## src/sv/cpr_pkg.sv

```systemverilog
// Shared types, codes and constants of the code-point range-set engine.
package cpr_pkg;

    localparam int CP_W            = 21;
    localparam int HELD_W          = 6;
    localparam int FUNC_W          = 3;
    localparam int MAX_RANGES_DEF  = 32;

    localparam logic [CP_W-1:0] CP_TOP = 21'h10FFFF;

    localparam logic [FUNC_W-1:0] FUNC_APPEND     = 3'd0;
    localparam logic [FUNC_W-1:0] FUNC_NORMALIZE  = 3'd1;
    localparam logic [FUNC_W-1:0] FUNC_COMPLEMENT = 3'd2;
    localparam logic [FUNC_W-1:0] FUNC_QUERY      = 3'd3;
    localparam logic [FUNC_W-1:0] FUNC_CLEAR      = 3'd4;

    typedef struct packed {
        logic [CP_W-1:0] lo;
        logic [CP_W-1:0] hi;
    } span_t;

    typedef struct packed {
        logic [FUNC_W-1:0] func;
        logic [CP_W-1:0]   range_start;
        logic [CP_W-1:0]   range_end;
        logic [CP_W-1:0]   query_point;
    } in_word_t;

    typedef struct packed {
        logic              status;
        logic              found;
        logic [HELD_W-1:0] ranges_held;
    } out_word_t;

endpackage

```

## src/sv/cpr_store.sv

```systemverilog
// Range store memory with one write port and one registered read port.
module cpr_store import cpr_pkg::*; #(
    parameter int DEPTH = MAX_RANGES_DEF,
    parameter int AW    = $clog2(DEPTH)
) (
    input  logic          aclk,
    input  logic          we,
    input  logic [AW-1:0] waddr,
    input  span_t         wdata,
    input  logic [AW-1:0] raddr,
    output span_t         rdata
);

    span_t mem [DEPTH];
    span_t rdata_reg;

    always_ff @(posedge aclk) begin
        if (we) begin
            mem[waddr] <= wdata;
        end
        rdata_reg <= mem[raddr];
    end

    assign rdata = rdata_reg;

endmodule

```

## src/sv/code_point_range_set_engine_top.sv

```systemverilog
// Top level of the code-point range-set engine: sequencer around the range store.
//
//   channel | direction | ports                      | word
//   s_      | in        | s_valid, s_ready, s_data   | in_word_t
//   m_      | out       | m_valid, m_ready, m_data   | out_word_t
//
// One word is in work at a time. Append, clear and refused operations go from idle straight to the result.
// A query is a binary search; each probe is a read state and a compare state through the store's read port.
// Normalize runs stable bubble passes until a pass makes no swap, then a merge pass;
// complement adds two more passes, one that counts the gaps and one that writes them.
// Reset is synchronous and clears the count and the failed flag; the store holds no reset.
// A stalled result waits in the output register; the next word is taken once it is loaded.
module code_point_range_set_engine_top import cpr_pkg::*; #(
    parameter int MAX_RANGES = MAX_RANGES_DEF
) (
    input  logic      aclk,
    input  logic      aresetn,
    input  logic      s_valid,
    output logic      s_ready,
    input  in_word_t  s_data,
    output logic      m_valid,
    input  logic      m_ready,
    output out_word_t m_data
);

    localparam int AW    = $clog2(MAX_RANGES);
    localparam int CNT_W = $clog2(MAX_RANGES + 1);
    localparam int NW    = $clog2(MAX_RANGES + 2);

    typedef enum logic [3:0] {
        ST_IDLE, ST_SORT_RD, ST_SORT_EX, ST_SORT_END, ST_MERGE_RD, ST_MERGE_EX,
        ST_MERGE_END, ST_POST, ST_CMP_RD, ST_CMP_EX, ST_CMP_END, ST_GAP_RD,
        ST_GAP_EX, ST_GAP_END, ST_Q_RD, ST_Q_EX
    } state_t;

    state_t           state_reg, state_next;
    logic             finish_reg, finish_next;
    logic [CNT_W-1:0] idx_reg, idx_next;
    logic [CNT_W-1:0] cnt_reg, cnt_next;
    logic [CNT_W-1:0] used_reg, used_next;
    logic [CNT_W-1:0] low_reg, low_next;
    logic [CNT_W-1:0] high_reg, high_next;
    logic [CNT_W-1:0] mid_reg, mid_next;
    logic [NW-1:0]    n_reg, n_next;
    logic [CP_W-1:0]  nxt_reg, nxt_next;
    logic [CP_W-1:0]  qp_reg, qp_next;
    span_t            carry_reg, carry_next;
    logic             failed_reg, failed_next;
    logic             swap_reg, swap_next;
    logic             open_reg, open_next;
    logic             comp_reg, comp_next;
    logic             st_reg, st_next;
    logic             fnd_reg, fnd_next;
    logic             m_valid_reg, m_valid_next;
    out_word_t        m_data_reg, m_data_next;

    logic             we;
    logic [AW-1:0]    waddr, raddr;
    span_t            wdata, rdata;
    logic [CNT_W-1:0] idx_inc, idx_dec, used_dec, cnt_dec, mid_calc;
    logic [NW-1:0]    n_total;
    logic             last_elem;

    cpr_store #(.DEPTH(MAX_RANGES), .AW(AW)) u_store (
        .aclk  (aclk),
        .we    (we),
        .waddr (waddr),
        .wdata (wdata),
        .raddr (raddr),
        .rdata (rdata)
    );

    assign idx_inc   = idx_reg + 1'b1;
    assign idx_dec   = idx_reg - 1'b1;
    assign used_dec  = used_reg - 1'b1;
    assign cnt_dec   = cnt_reg - 1'b1;
    assign last_elem = (idx_inc == cnt_reg);
    assign mid_calc  = low_reg + ((high_reg - low_reg) >> 1);
    assign n_total   = n_reg + NW'(open_reg);

    always_comb begin
        state_next   = state_reg;
        finish_next  = finish_reg;
        idx_next     = idx_reg;
        cnt_next     = cnt_reg;
        used_next    = used_reg;
        low_next     = low_reg;
        high_next    = high_reg;
        mid_next     = mid_reg;
        n_next       = n_reg;
        nxt_next     = nxt_reg;
        qp_next      = qp_reg;
        carry_next   = carry_reg;
        failed_next  = failed_reg;
        swap_next    = swap_reg;
        open_next    = open_reg;
        comp_next    = comp_reg;
        st_next      = st_reg;
        fnd_next     = fnd_reg;
        m_valid_next = m_valid_reg && !m_ready;
        m_data_next  = m_data_reg;
        we           = 1'b0;
        waddr        = '0;
        wdata        = carry_reg;
        raddr        = idx_reg[AW-1:0];

        if (finish_reg) begin
            if (!m_valid_reg || m_ready) begin
                m_valid_next            = 1'b1;
                m_data_next.status      = st_reg;
                m_data_next.found       = fnd_reg;
                m_data_next.ranges_held = HELD_W'(cnt_reg);
                finish_next             = 1'b0;
            end
        end else begin
            case (state_reg)
                ST_IDLE: begin
                    if (s_valid) begin
                        st_next   = 1'b0;
                        fnd_next  = 1'b0;
                        idx_next  = '0;
                        swap_next = 1'b0;
                        qp_next   = s_data.query_point;
                        comp_next = (s_data.func == FUNC_COMPLEMENT);
                        case (s_data.func)
                            FUNC_APPEND: begin
                                finish_next = 1'b1;
                                if (failed_reg) begin
                                    st_next = 1'b1;
                                end else if (cnt_reg >= CNT_W'(MAX_RANGES)) begin
                                    failed_next = 1'b1;
                                    st_next     = 1'b1;
                                end else begin
                                    we       = 1'b1;
                                    waddr    = cnt_reg[AW-1:0];
                                    wdata    = '{lo: s_data.range_start, hi: s_data.range_end};
                                    cnt_next = cnt_reg + 1'b1;
                                end
                            end
                            FUNC_NORMALIZE, FUNC_COMPLEMENT: begin
                                if (failed_reg) begin
                                    st_next     = 1'b1;
                                    finish_next = 1'b1;
                                end else if (cnt_reg == '0) begin
                                    state_next = ST_POST;
                                end else if (cnt_reg == CNT_W'(1)) begin
                                    state_next = ST_MERGE_RD;
                                end else begin
                                    state_next = ST_SORT_RD;
                                end
                            end
                            FUNC_QUERY: begin
                                low_next   = '0;
                                high_next  = cnt_reg;
                                state_next = ST_Q_RD;
                            end
                            FUNC_CLEAR: begin
                                cnt_next    = '0;
                                failed_next = 1'b0;
                                finish_next = 1'b1;
                            end
                            default: begin
                                finish_next = 1'b1;
                            end
                        endcase
                    end
                end
                ST_SORT_RD: begin
                    state_next = ST_SORT_EX;
                end
                ST_SORT_EX: begin
                    if (idx_reg == '0) begin
                        carry_next = rdata;
                    end else if (carry_reg.lo > rdata.lo) begin
                        we        = 1'b1;
                        waddr     = idx_dec[AW-1:0];
                        wdata     = rdata;
                        swap_next = 1'b1;
                    end else begin
                        we         = 1'b1;
                        waddr      = idx_dec[AW-1:0];
                        carry_next = rdata;
                    end
                    idx_next   = idx_inc;
                    state_next = last_elem ? ST_SORT_END : ST_SORT_RD;
                end
                ST_SORT_END: begin
                    we         = 1'b1;
                    waddr      = cnt_dec[AW-1:0];
                    idx_next   = '0;
                    swap_next  = 1'b0;
                    state_next = swap_reg ? ST_SORT_RD : ST_MERGE_RD;
                end
                ST_MERGE_RD: begin
                    state_next = ST_MERGE_EX;
                end
                ST_MERGE_EX: begin
                    if (idx_reg == '0) begin
                        carry_next = rdata;
                        used_next  = CNT_W'(1);
                    end else if ({1'b0, rdata.lo} <= {1'b0, carry_reg.hi} + 1'b1) begin
                        if (rdata.hi > carry_reg.hi) begin
                            carry_next.hi = rdata.hi;
                        end
                    end else begin
                        we         = 1'b1;
                        waddr      = used_dec[AW-1:0];
                        carry_next = rdata;
                        used_next  = used_reg + 1'b1;
                    end
                    idx_next   = idx_inc;
                    state_next = last_elem ? ST_MERGE_END : ST_MERGE_RD;
                end
                ST_MERGE_END: begin
                    we         = 1'b1;
                    waddr      = used_dec[AW-1:0];
                    cnt_next   = used_reg;
                    state_next = ST_POST;
                end
                ST_POST: begin
                    idx_next  = '0;
                    n_next    = '0;
                    nxt_next  = '0;
                    open_next = 1'b1;
                    if (!comp_reg) begin
                        state_next  = ST_IDLE;
                        finish_next = 1'b1;
                    end else begin
                        state_next = (cnt_reg == '0) ? ST_CMP_END : ST_CMP_RD;
                    end
                end
                ST_CMP_RD, ST_GAP_RD: begin
                    state_next = (state_reg == ST_CMP_RD) ? ST_CMP_EX : ST_GAP_EX;
                end
                ST_CMP_EX, ST_GAP_EX: begin
                    if (rdata.lo > nxt_reg) begin
                        n_next = n_reg + 1'b1;
                        if (state_reg == ST_GAP_EX) begin
                            we    = 1'b1;
                            waddr = n_reg[AW-1:0];
                            wdata = '{lo: nxt_reg, hi: rdata.lo - 1'b1};
                        end
                    end
                    idx_next = idx_inc;
                    if (rdata.hi >= CP_TOP) begin
                        open_next = 1'b0;
                    end else begin
                        nxt_next = rdata.hi + 1'b1;
                    end
                    if (rdata.hi >= CP_TOP || last_elem) begin
                        state_next = (state_reg == ST_CMP_EX) ? ST_CMP_END : ST_GAP_END;
                    end else begin
                        state_next = (state_reg == ST_CMP_EX) ? ST_CMP_RD : ST_GAP_RD;
                    end
                end
                ST_CMP_END: begin
                    if (n_total > NW'(MAX_RANGES)) begin
                        failed_next = 1'b1;
                        st_next     = 1'b1;
                        state_next  = ST_IDLE;
                        finish_next = 1'b1;
                    end else begin
                        idx_next   = '0;
                        n_next     = '0;
                        nxt_next   = '0;
                        open_next  = 1'b1;
                        state_next = (cnt_reg == '0) ? ST_GAP_END : ST_GAP_RD;
                    end
                end
                ST_GAP_END: begin
                    if (open_reg) begin
                        we    = 1'b1;
                        waddr = n_reg[AW-1:0];
                        wdata = '{lo: nxt_reg, hi: CP_TOP};
                    end
                    cnt_next    = CNT_W'(n_total);
                    state_next  = ST_IDLE;
                    finish_next = 1'b1;
                end
                ST_Q_RD: begin
                    if (low_reg >= high_reg) begin
                        state_next  = ST_IDLE;
                        finish_next = 1'b1;
                    end else begin
                        raddr      = mid_calc[AW-1:0];
                        mid_next   = mid_calc;
                        state_next = ST_Q_EX;
                    end
                end
                ST_Q_EX: begin
                    if (qp_reg < rdata.lo) begin
                        high_next  = mid_reg;
                        state_next = ST_Q_RD;
                    end else if (qp_reg > rdata.hi) begin
                        low_next   = mid_reg + 1'b1;
                        state_next = ST_Q_RD;
                    end else begin
                        fnd_next    = 1'b1;
                        state_next  = ST_IDLE;
                        finish_next = 1'b1;
                    end
                end
                default: begin
                    state_next = ST_IDLE;
                end
            endcase
        end
    end

    always_ff @(posedge aclk) begin
        if (!aresetn) begin
            state_reg   <= ST_IDLE;
            finish_reg  <= 1'b0;
            cnt_reg     <= '0;
            failed_reg  <= 1'b0;
            m_valid_reg <= 1'b0;
        end else begin
            state_reg   <= state_next;
            finish_reg  <= finish_next;
            cnt_reg     <= cnt_next;
            failed_reg  <= failed_next;
            m_valid_reg <= m_valid_next;
        end
        idx_reg    <= idx_next;
        used_reg   <= used_next;
        low_reg    <= low_next;
        high_reg   <= high_next;
        mid_reg    <= mid_next;
        n_reg      <= n_next;
        nxt_reg    <= nxt_next;
        qp_reg     <= qp_next;
        carry_reg  <= carry_next;
        swap_reg   <= swap_next;
        open_reg   <= open_next;
        comp_reg   <= comp_next;
        st_reg     <= st_next;
        fnd_reg    <= fnd_next;
        m_data_reg <= m_data_next;
    end

    assign s_ready = (state_reg == ST_IDLE) && !finish_reg;
    assign m_valid = m_valid_reg;
    assign m_data  = m_data_reg;

endmodule

```

## config.mk

```make
export PLATFORM = sky130hd
export DESIGN_NAME = code_point_range_set_engine_top
export DESIGN_NICKNAME = d
export VERILOG_FILES = /design/src/sv/cpr_pkg.sv /design/src/sv/cpr_store.sv /design/src/sv/code_point_range_set_engine_top.sv
export SDC_FILE = /design/constraint.sdc
export NUM_CORES = 2
export LEC_CHECK = 0
export ABC_AREA = 1
export BUFFER_PORTS_ARGS = -buffer_cell sky130_fd_sc_hd__clkbuf_2
export CORE_MARGIN = 5
export CORE_UTILIZATION = 25
export CTS_BUF_LIST = sky130_fd_sc_hd__clkbuf_4 sky130_fd_sc_hd__clkbuf_8
export DETAILED_ROUTE_END_ITERATION = 8
export PLACE_DENSITY = 0.42
export SLEW_MARGIN = 30
export SYNTH_ARGS = -nofsm -noshare
export SYNTH_HDL_FRONTEND = slang
export SYNTH_SLANG_ARGS = --single-unit
```

## constraint.sdc

```tcl
create_clock -name aclk -period 7 [get_ports aclk]
set_clock_uncertainty 0.05 [all_clocks]
set_input_delay 2.1 -clock aclk [delete_from_list [all_inputs] [get_ports aclk]]
set_output_delay 2.1 -clock aclk [all_outputs]
set_load 0.02 [all_outputs]
```

# Yosys cells after proc, flatten, opt, wreduce, memory -nomap -nowiden

Memory sizes are Yosys's and may differ from the RTL's. A register that Yosys moved wholly into a read port is not among the register bits.
Index checks and enable logic that the tools add are counted.

Memory bits (writable): 1,344
Bits of input ports: 70
Output and inout bits: 10
Logic and storage cells: 257
Memories kept: 1
Bits in registers: 146

Memories:

| memory      | depth | bits a word | rd ports | clocked after Yosys merged registers in | wr ports | line            | source |
|---|---|---|---|---|---|---|---|
| u_store.mem | 32    | 42          | 1        | 1                                       | 1        | cpr_store.sv:14 | `span_t mem [DEPTH];` |

Multiplexer cells: 122
Equality and inequality tests: 43
Bitwise gates (word level): 2
Add/subtract/negate cells: 14
Magnitude comparators: 10
Reduce and logical (&&, ||, !) cells: 42

Operators by type and width:

| operator                                                  | number |
|---|---|
| 2-to-1 mux 42 bit                                         | 13 |
| one-hot mux 42 bit (4 select lines)                       | 1 |
| 2-to-1 mux 21 bit                                         | 5 |
| > comparator 21 bit                                       | 4 |
| 2-to-1 mux 6 bit                                          | 14 |
| one-hot mux 42 bit (2 select lines)                       | 1 |
| 2-to-1 mux 5 bit                                          | 14 |
| one-hot mux 21 bit (3 select lines)                       | 1 |
| one-hot mux 4 bit (14 select lines)                       | 1 |
| 2-to-1 mux 1 bit                                          | 36 |
| one-hot mux 6 bit (2 select lines)                        | 3 |
| one-hot mux 6 bit (3 select lines)                        | 2 |
| one-hot mux 5 bit (7 select lines)                        | 1 |
| equality test 4 bit, second input constant                | 8 |
| AND reduction 4 bit                                       | 8 |
| adder 6 x 1 -> 6 bit, second input constant               | 5 |
| 2-to-1 mux 4 bit                                          | 7 |
| inequality test 2 bit, second input constant              | 13 |
| one-hot mux 6 bit (4 select lines)                        | 1 |
| adder 21 x 1 -> 22 bit, second input constant             | 1 |
| less-or-equal comparator 21 x 22 -> 1 bit                 | 1 |
| adder 21 x 1 -> 21 bit, second input constant             | 1 |
| greater-or-equal comparator 21 bit, second input constant | 1 |
| < comparator 21 bit                                       | 1 |
| 42 further kinds                                          | 90 |

# Depth between registers and ports, before layout

Word-level depth: 9
Mapped depth: 26
Mapped depth without buffers: 26

# By module

From an unflattened synthesis, not the netlist that was laid out.

Cells, all modules: 6,611
Area total of the unflattened synthesis: 68,949.9 um^2

Modules (own cells, without submodules):

| module                          | cells an instance | times used | area an instance (um^2) | sequential area each (um^2) |
|---|---|---|---|---|
| cpr_store                       | 4,625             | 1          | 54,969.0                | 41,199.5 |
| code_point_range_set_engine_top | 1,986             | 1          | 13,980.9                | 4,254.1 |

# Worst setup path before layout

OpenSTA, ideal clock, no wires.

Path kind: register -> register
From: register carry_reg[1] (netlist bit)
To: memory u_store.mem[10][0] (netlist bit), enable pin
Buffers on the path: 0
Setup time: 442 ps
Period minus slack after synthesis: 5,655 ps
Stages on the path, launching flop included: 23
Data arrival time: 5,163 ps
Data required time: 6,508 ps
Setup slack: 1,345 ps
Cells stage by stage: edfxtp_1 > ha_1 > nand3_1 > nor3_1 > nand3_1 > nor3_1 > nand4_1 > nor2_1 > nand3_1 > nor3_1 > xor2_1 > inv_1 > ha_1 > nand2_1 > nor3_1 > nand2_1 > nand2_1 > nand4_1 > nand2_1 > nand2_1 > a21oi_1 > nand3_1 > nor2_1

Word-level cells in the longest chain between the ends: 8
Elaborated cells on any way between the ends: 12
Those cells by class: add/sub: 1; order compare: 1; mux: 10

RTL lines:

| item                                        | line                                   | source |
|---|---|---|
| start, declared                             | code_point_range_set_engine_top.sv:47  | `span_t carry_reg, carry_next;` |
| start signal, assigned                      | code_point_range_set_engine_top.sv:332 | `carry_reg <= carry_next;` |
| adder 21 x 1 -> 22 bit *                    | code_point_range_set_engine_top.sv:201 | `end else if ({1'b0, rdata.lo} <= {1'b0, carry_reg.hi} + 1'b1) begin` |
| less-or-equal comparator 21 x 22 -> 1 bit * | code_point_range_set_engine_top.sv:201 |  |
| 2-to-1 mux 1 bit                            | code_point_range_set_engine_top.sv:201 |  |
| 2-to-1 mux 1 bit                            | code_point_range_set_engine_top.sv:198 | `if (idx_reg == '0) begin` |
| one-hot mux 1 bit (6 select lines)          | code_point_range_set_engine_top.sv:116 | `case (state_reg)` |
| 2-to-1 mux 1 bit                            | code_point_range_set_engine_top.sv:107 | `if (finish_reg) begin` |
| 2-to-1 mux 1 bit                            | cpr_store.sv:18                        | `if (we) begin` |
| 2-to-1 mux 1 bit (not written as such)      | cpr_store.sv:19                        | `mem[waddr] <= wdata;` |
| end, declared                               | cpr_store.sv:14                        |  |

Mark *: on every way between the ends. The rest lies on a longest branch, timed or not.

# Worst setup path in the final report

From: register carry_reg[1] (netlist bit)
To: memory u_store.mem[20][15] (netlist bit), enable pin

The elaborated chain is that of the path after synthesis.

==> impl_metrics.env <==
export IMPL_p_per_area_nw_per_um2=483
export IMPL_drtPass1Iterations=5
export IMPL_relSlewSlack=0.290
export IMPL_fin_crit_sh=0.871
export IMPL_leakagePower_nw=36.1
export IMPL_cts_tree="done"
export IMPL_dieArea_um2=304000
export IMPL_grt_usage=0.167
export IMPL_clk_insertion_delay_late_ns=1.04
export IMPL_nets=8048
export IMPL_power_mw=40.9
export IMPL_start_util=0.251
export IMPL_cts_resized_gates=0
export IMPL_largest_register_ffs=1344
export IMPL_ys_seq_elements=1532
export IMPL_num_io_pins=80
export IMPL_postCtsSetupBuffers=0
export IMPL_grt_overflow=0
export IMPL_worstSetupPathType="flip-flop to flip-flop"
export IMPL_synth_edf_count=1477
export IMPL_rsz0062_at_grt="no"
export IMPL_cts_path_max_buffers=4
export IMPL_synthCells=7634
export IMPL_outcome="completed"
export IMPL_crit_required_ns=7.55
export IMPL_r2r_cells=23
export IMPL_timing_rr_start="carry_reg[1]"
export IMPL_syn_to_final_growth_pct=15.8
export IMPL_switching_power_mw=18.2
export IMPL_first_global_vias=52200
export IMPL_syn_avg_cell_area_um2=9.59
export IMPL_vias=53700
export IMPL_syn_cell_area_um2=73200
export IMPL_arrival_ns=6.65
export IMPL_clkPwrFrac=0.212
export IMPL_hold_path_class="flip-flop to flip-flop"
export IMPL_row_count=198
export IMPL_fp_coreArea_um2=291000
export IMPL_clock_sinks=1532
export IMPL_worst_setup_path_start_kind="flip-flop"
export IMPL_hold_viol=0
export IMPL_synthFlopType="edfxtp_1"
export IMPL_antenna_found_initial=7
export IMPL_final_cells=11900
export IMPL_ys_seq_area_frac=0.621
export IMPL_async_flop_share=0
export IMPL_final_max_slew_viol_count=0
export IMPL_wire_per_inst_um=21.7
export IMPL_ys_types=50
export IMPL_grt_pass1_wl_um=373000
export IMPL_clk_root_buffer_cell="clkbuf_8"
export IMPL_fp_dieW_um=551
export IMPL_place_inst=11400
export IMPL_end_kind="flip-flop"
export IMPL_worst_path_max_fanout=27
export IMPL_vias_per_cell=4.50
export IMPL_hold_depth=0
export IMPL_ir_drop_uv=306
export IMPL_fin_area_um2=84800
export IMPL_dpl_cell_area_um2=79100
export IMPL_worstMarginPinSlew_ns=1.05
export IMPL_die_y_um=551
export IMPL_drive_above_1_share=0.0986
export IMPL_htreeDepth=5
export IMPL_postRouteWirelength_um=259000
export IMPL_preCtsSetupSlack_ns=0.944
export IMPL_ant_nets=0
export IMPL_layout_setup_ws_ns=0.901
export IMPL_numPortBuffers=79
export IMPL_postCtsHoldBufs=0
export IMPL_dp_hpwl_um=153000
export IMPL_p_comb_frac=0.433
export IMPL_drtIter0Drc=4490
export IMPL_fin_util=0.291
export IMPL_internal_power_mw=22.7
export IMPL_reg2reg_slack_ns=0.90
export IMPL_grt_max_degree=127
export IMPL_switching_share=0.445
export IMPL_clk_pin_slew_ns=0.06
export IMPL_fmax_ghz=0.164
export IMPL_syn_num_nets=7857
export IMPL_routabilityCongestion=0.872
export IMPL_min_to="m_data[6]"
export IMPL_period_needed_ns=6.10
export IMPL_ys_warn_count=0
export IMPL_setup_viol_count_final=0
export IMPL_worst_r2r_endpoint="u_store.mem[20][15]"
export IMPL_drv_cap=0
export IMPL_hold_start="fnd_reg"
export IMPL_holdWs_ns=0.371
export IMPL_cts_buffers=300
export IMPL_fin_tns_setup_ns=0
export IMPL_seq_power_share=0.355
export IMPL_drc_errors=0
[worst max-delay path: stages, from the launching register on]
cell and delay (ns):
edfxtp_1 0.43, ha_1 0.23, nand3_1 0.16, nor3_1 0.38, nand3_1 0.18, nor3_1 0.24
nand4_1 0.19, nor2_1 0.21, nand3_1 0.16, nor3_1 0.22, xor2_1 0.19, inv_1 0.06
ha_1 0.29, nand2_1 0.05, nor3_1 0.26, nand3_1 0.16, nand4_1 0.23, nand2_1 0.18
nand2_1 0.11, nand2_1 0.10, nor2_1 0.17, nand2_1 0.51, nor2_4 0.28, buf_4 0.57
[area by class of cell]
class                      instances  area, um^2
sequential                      1532       45500
inverter                        1606        6050
clock buffer                     418        5110
clock inverter                    85         458
fill                           30700      207000
multi-input combinational       4146       20600
antenna                            7        17.5
tap                             3900        4880
timing repair buffer             239        2190
[synth_stat cells (2+ instances only)]
cell / number / share of area
a221oi_1: 22 / 0.0026
o211ai_1: 41 / 0.0042
clkinv_1: 3 / 0.00015
nor2_4: 3 / 0.00046
a31oi_1: 12 / 0.0010
o31ai_1: 4 / 0.00041
dfxtp_1: 55 / 0.015
xor2_1: 61 / 0.0073
o21ai_2: 3 / 0.00036
buf_6: 10 / 0.0015
nand3_2: 2 / 0.00027
inv_1: 1595 / 0.082
ha_1: 151 / 0.026
nand2_4: 2 / 0.00031
buf_2: 191 / 0.013
o22ai_1: 7 / 0.00060
buf_4: 2 / 0.00020
o21a_1: 4 / 0.00041
a21oi_1: 167 / 0.011
o2111ai_1: 3 / 0.00036
fa_1: 2 / 0.00055
o221ai_1: 5 / 0.00060
xnor2_1: 13 / 0.0016
a21o_1: 2 / 0.00020
inv_2: 8 / 0.00041
nand2_1: 1806 / 0.093
clkbuf_1: 122 / 0.0063
nor4_1: 6 / 0.00051
edfxtp_1: 1477 / 0.61
o21ai_0: 77 / 0.0053
nand4_1: 36 / 0.0031
buf_1: 25 / 0.0013
nor2_1: 214 / 0.011
nor3_1: 40 / 0.0027
o211a_1: 2 / 0.00027
o21ai_1: 5 / 0.00034
nand3_1: 1429 / 0.098
nand2_2: 3 / 0.00026
a211oi_1: 5 / 0.00051
or2_2: 4 / 0.00034
nor3b_1: 6 / 0.00062
[logic make-up (layout without fill, tap and decap cells)]
logic type / Yosys count / after routing / share of synthesized area
AND/OR/NAND/NOR: 3557 / 3557 / 0.210
buffers and inverters: 1956 / 2348 / 0.105
flip-flops: 1532 / 1532 / 0.621
AO/OA/AOI/OAI: 362 / 362 / 0.0289
adder cells (fa/ha/maj): 153 / 153 / 0.0263
XOR/XNOR: 74 / 74 / 0.00885
other: 0 / 7 / 0
[power by group through the flow]
| stage | clock (mW) | combinational [mW] | sequential (mW) |
|---|---|---|---|
| floorplan | 0 | 9.87 | 14.3 |
| global placement | 0 | 17.7 | 14.7 |
| detailed placement | 0 | 17.8 | 14.7 |
| CTS | 8.97 | 17.8 | 14.5 |
| global route | 9.38 | 19.4 | 14.6 |
| finish | 8.68 | 17.7 | 14.5 |
[metal layers]
metal  up-vias  GRT usage  share of wire
met5         -          0              0
met4         0     0.0541          0.031
met3       434     0.0268          0.056
met2      1713      0.268           0.46
met1     26300      0.229           0.46
li1      25300          -              -
[cell usage in the layout, fill, tap and decap left out, types with 8 or more instances in the layout]
master    count
edfxtp_1   1477
a221oi_1     22
inv_1      1593
dfxtp_1      55
clkbuf_2     79
clkbuf_4    102
clkinv_1     55
ha_1        151
nor2_1      175
clkbuf_8    316
nor2_4       37
buf_4       113
clkinv_2     21
a21oi_1     143
nand2_1    1803
a21oi_2      23
nand4_1      36
o21ai_0      76
xor2_1       61
buf_12       46
nor3_1       38
xnor2_1      13
inv_2         8
a31oi_1      12
o211ai_1     41
nand3_1    1429
[how the worst max path moves through the flow]
| stage | start | end | slack [ns] |
|---|---|---|---|
| 2_1_floorplan | carry_reg[1] | u_store.mem[10][0] | 1.35 |
| 3_3_place_gp | carry_reg[1] | u_store.mem[20][2] | 0.83 |
| 3_5_place_dp | carry_reg[1] | u_store.mem[20][2] | 0.94 |
| 4_1_cts | carry_reg[1] | u_store.mem[20][15] | 0.89 |
| 5_1_grt | carry_reg[1] | u_store.mem[20][15] | 0.36 |
| 6_report | carry_reg[1] | u_store.mem[20][15] | 0.90 |
No activity file was read; power rests on OpenSTA's default activity.
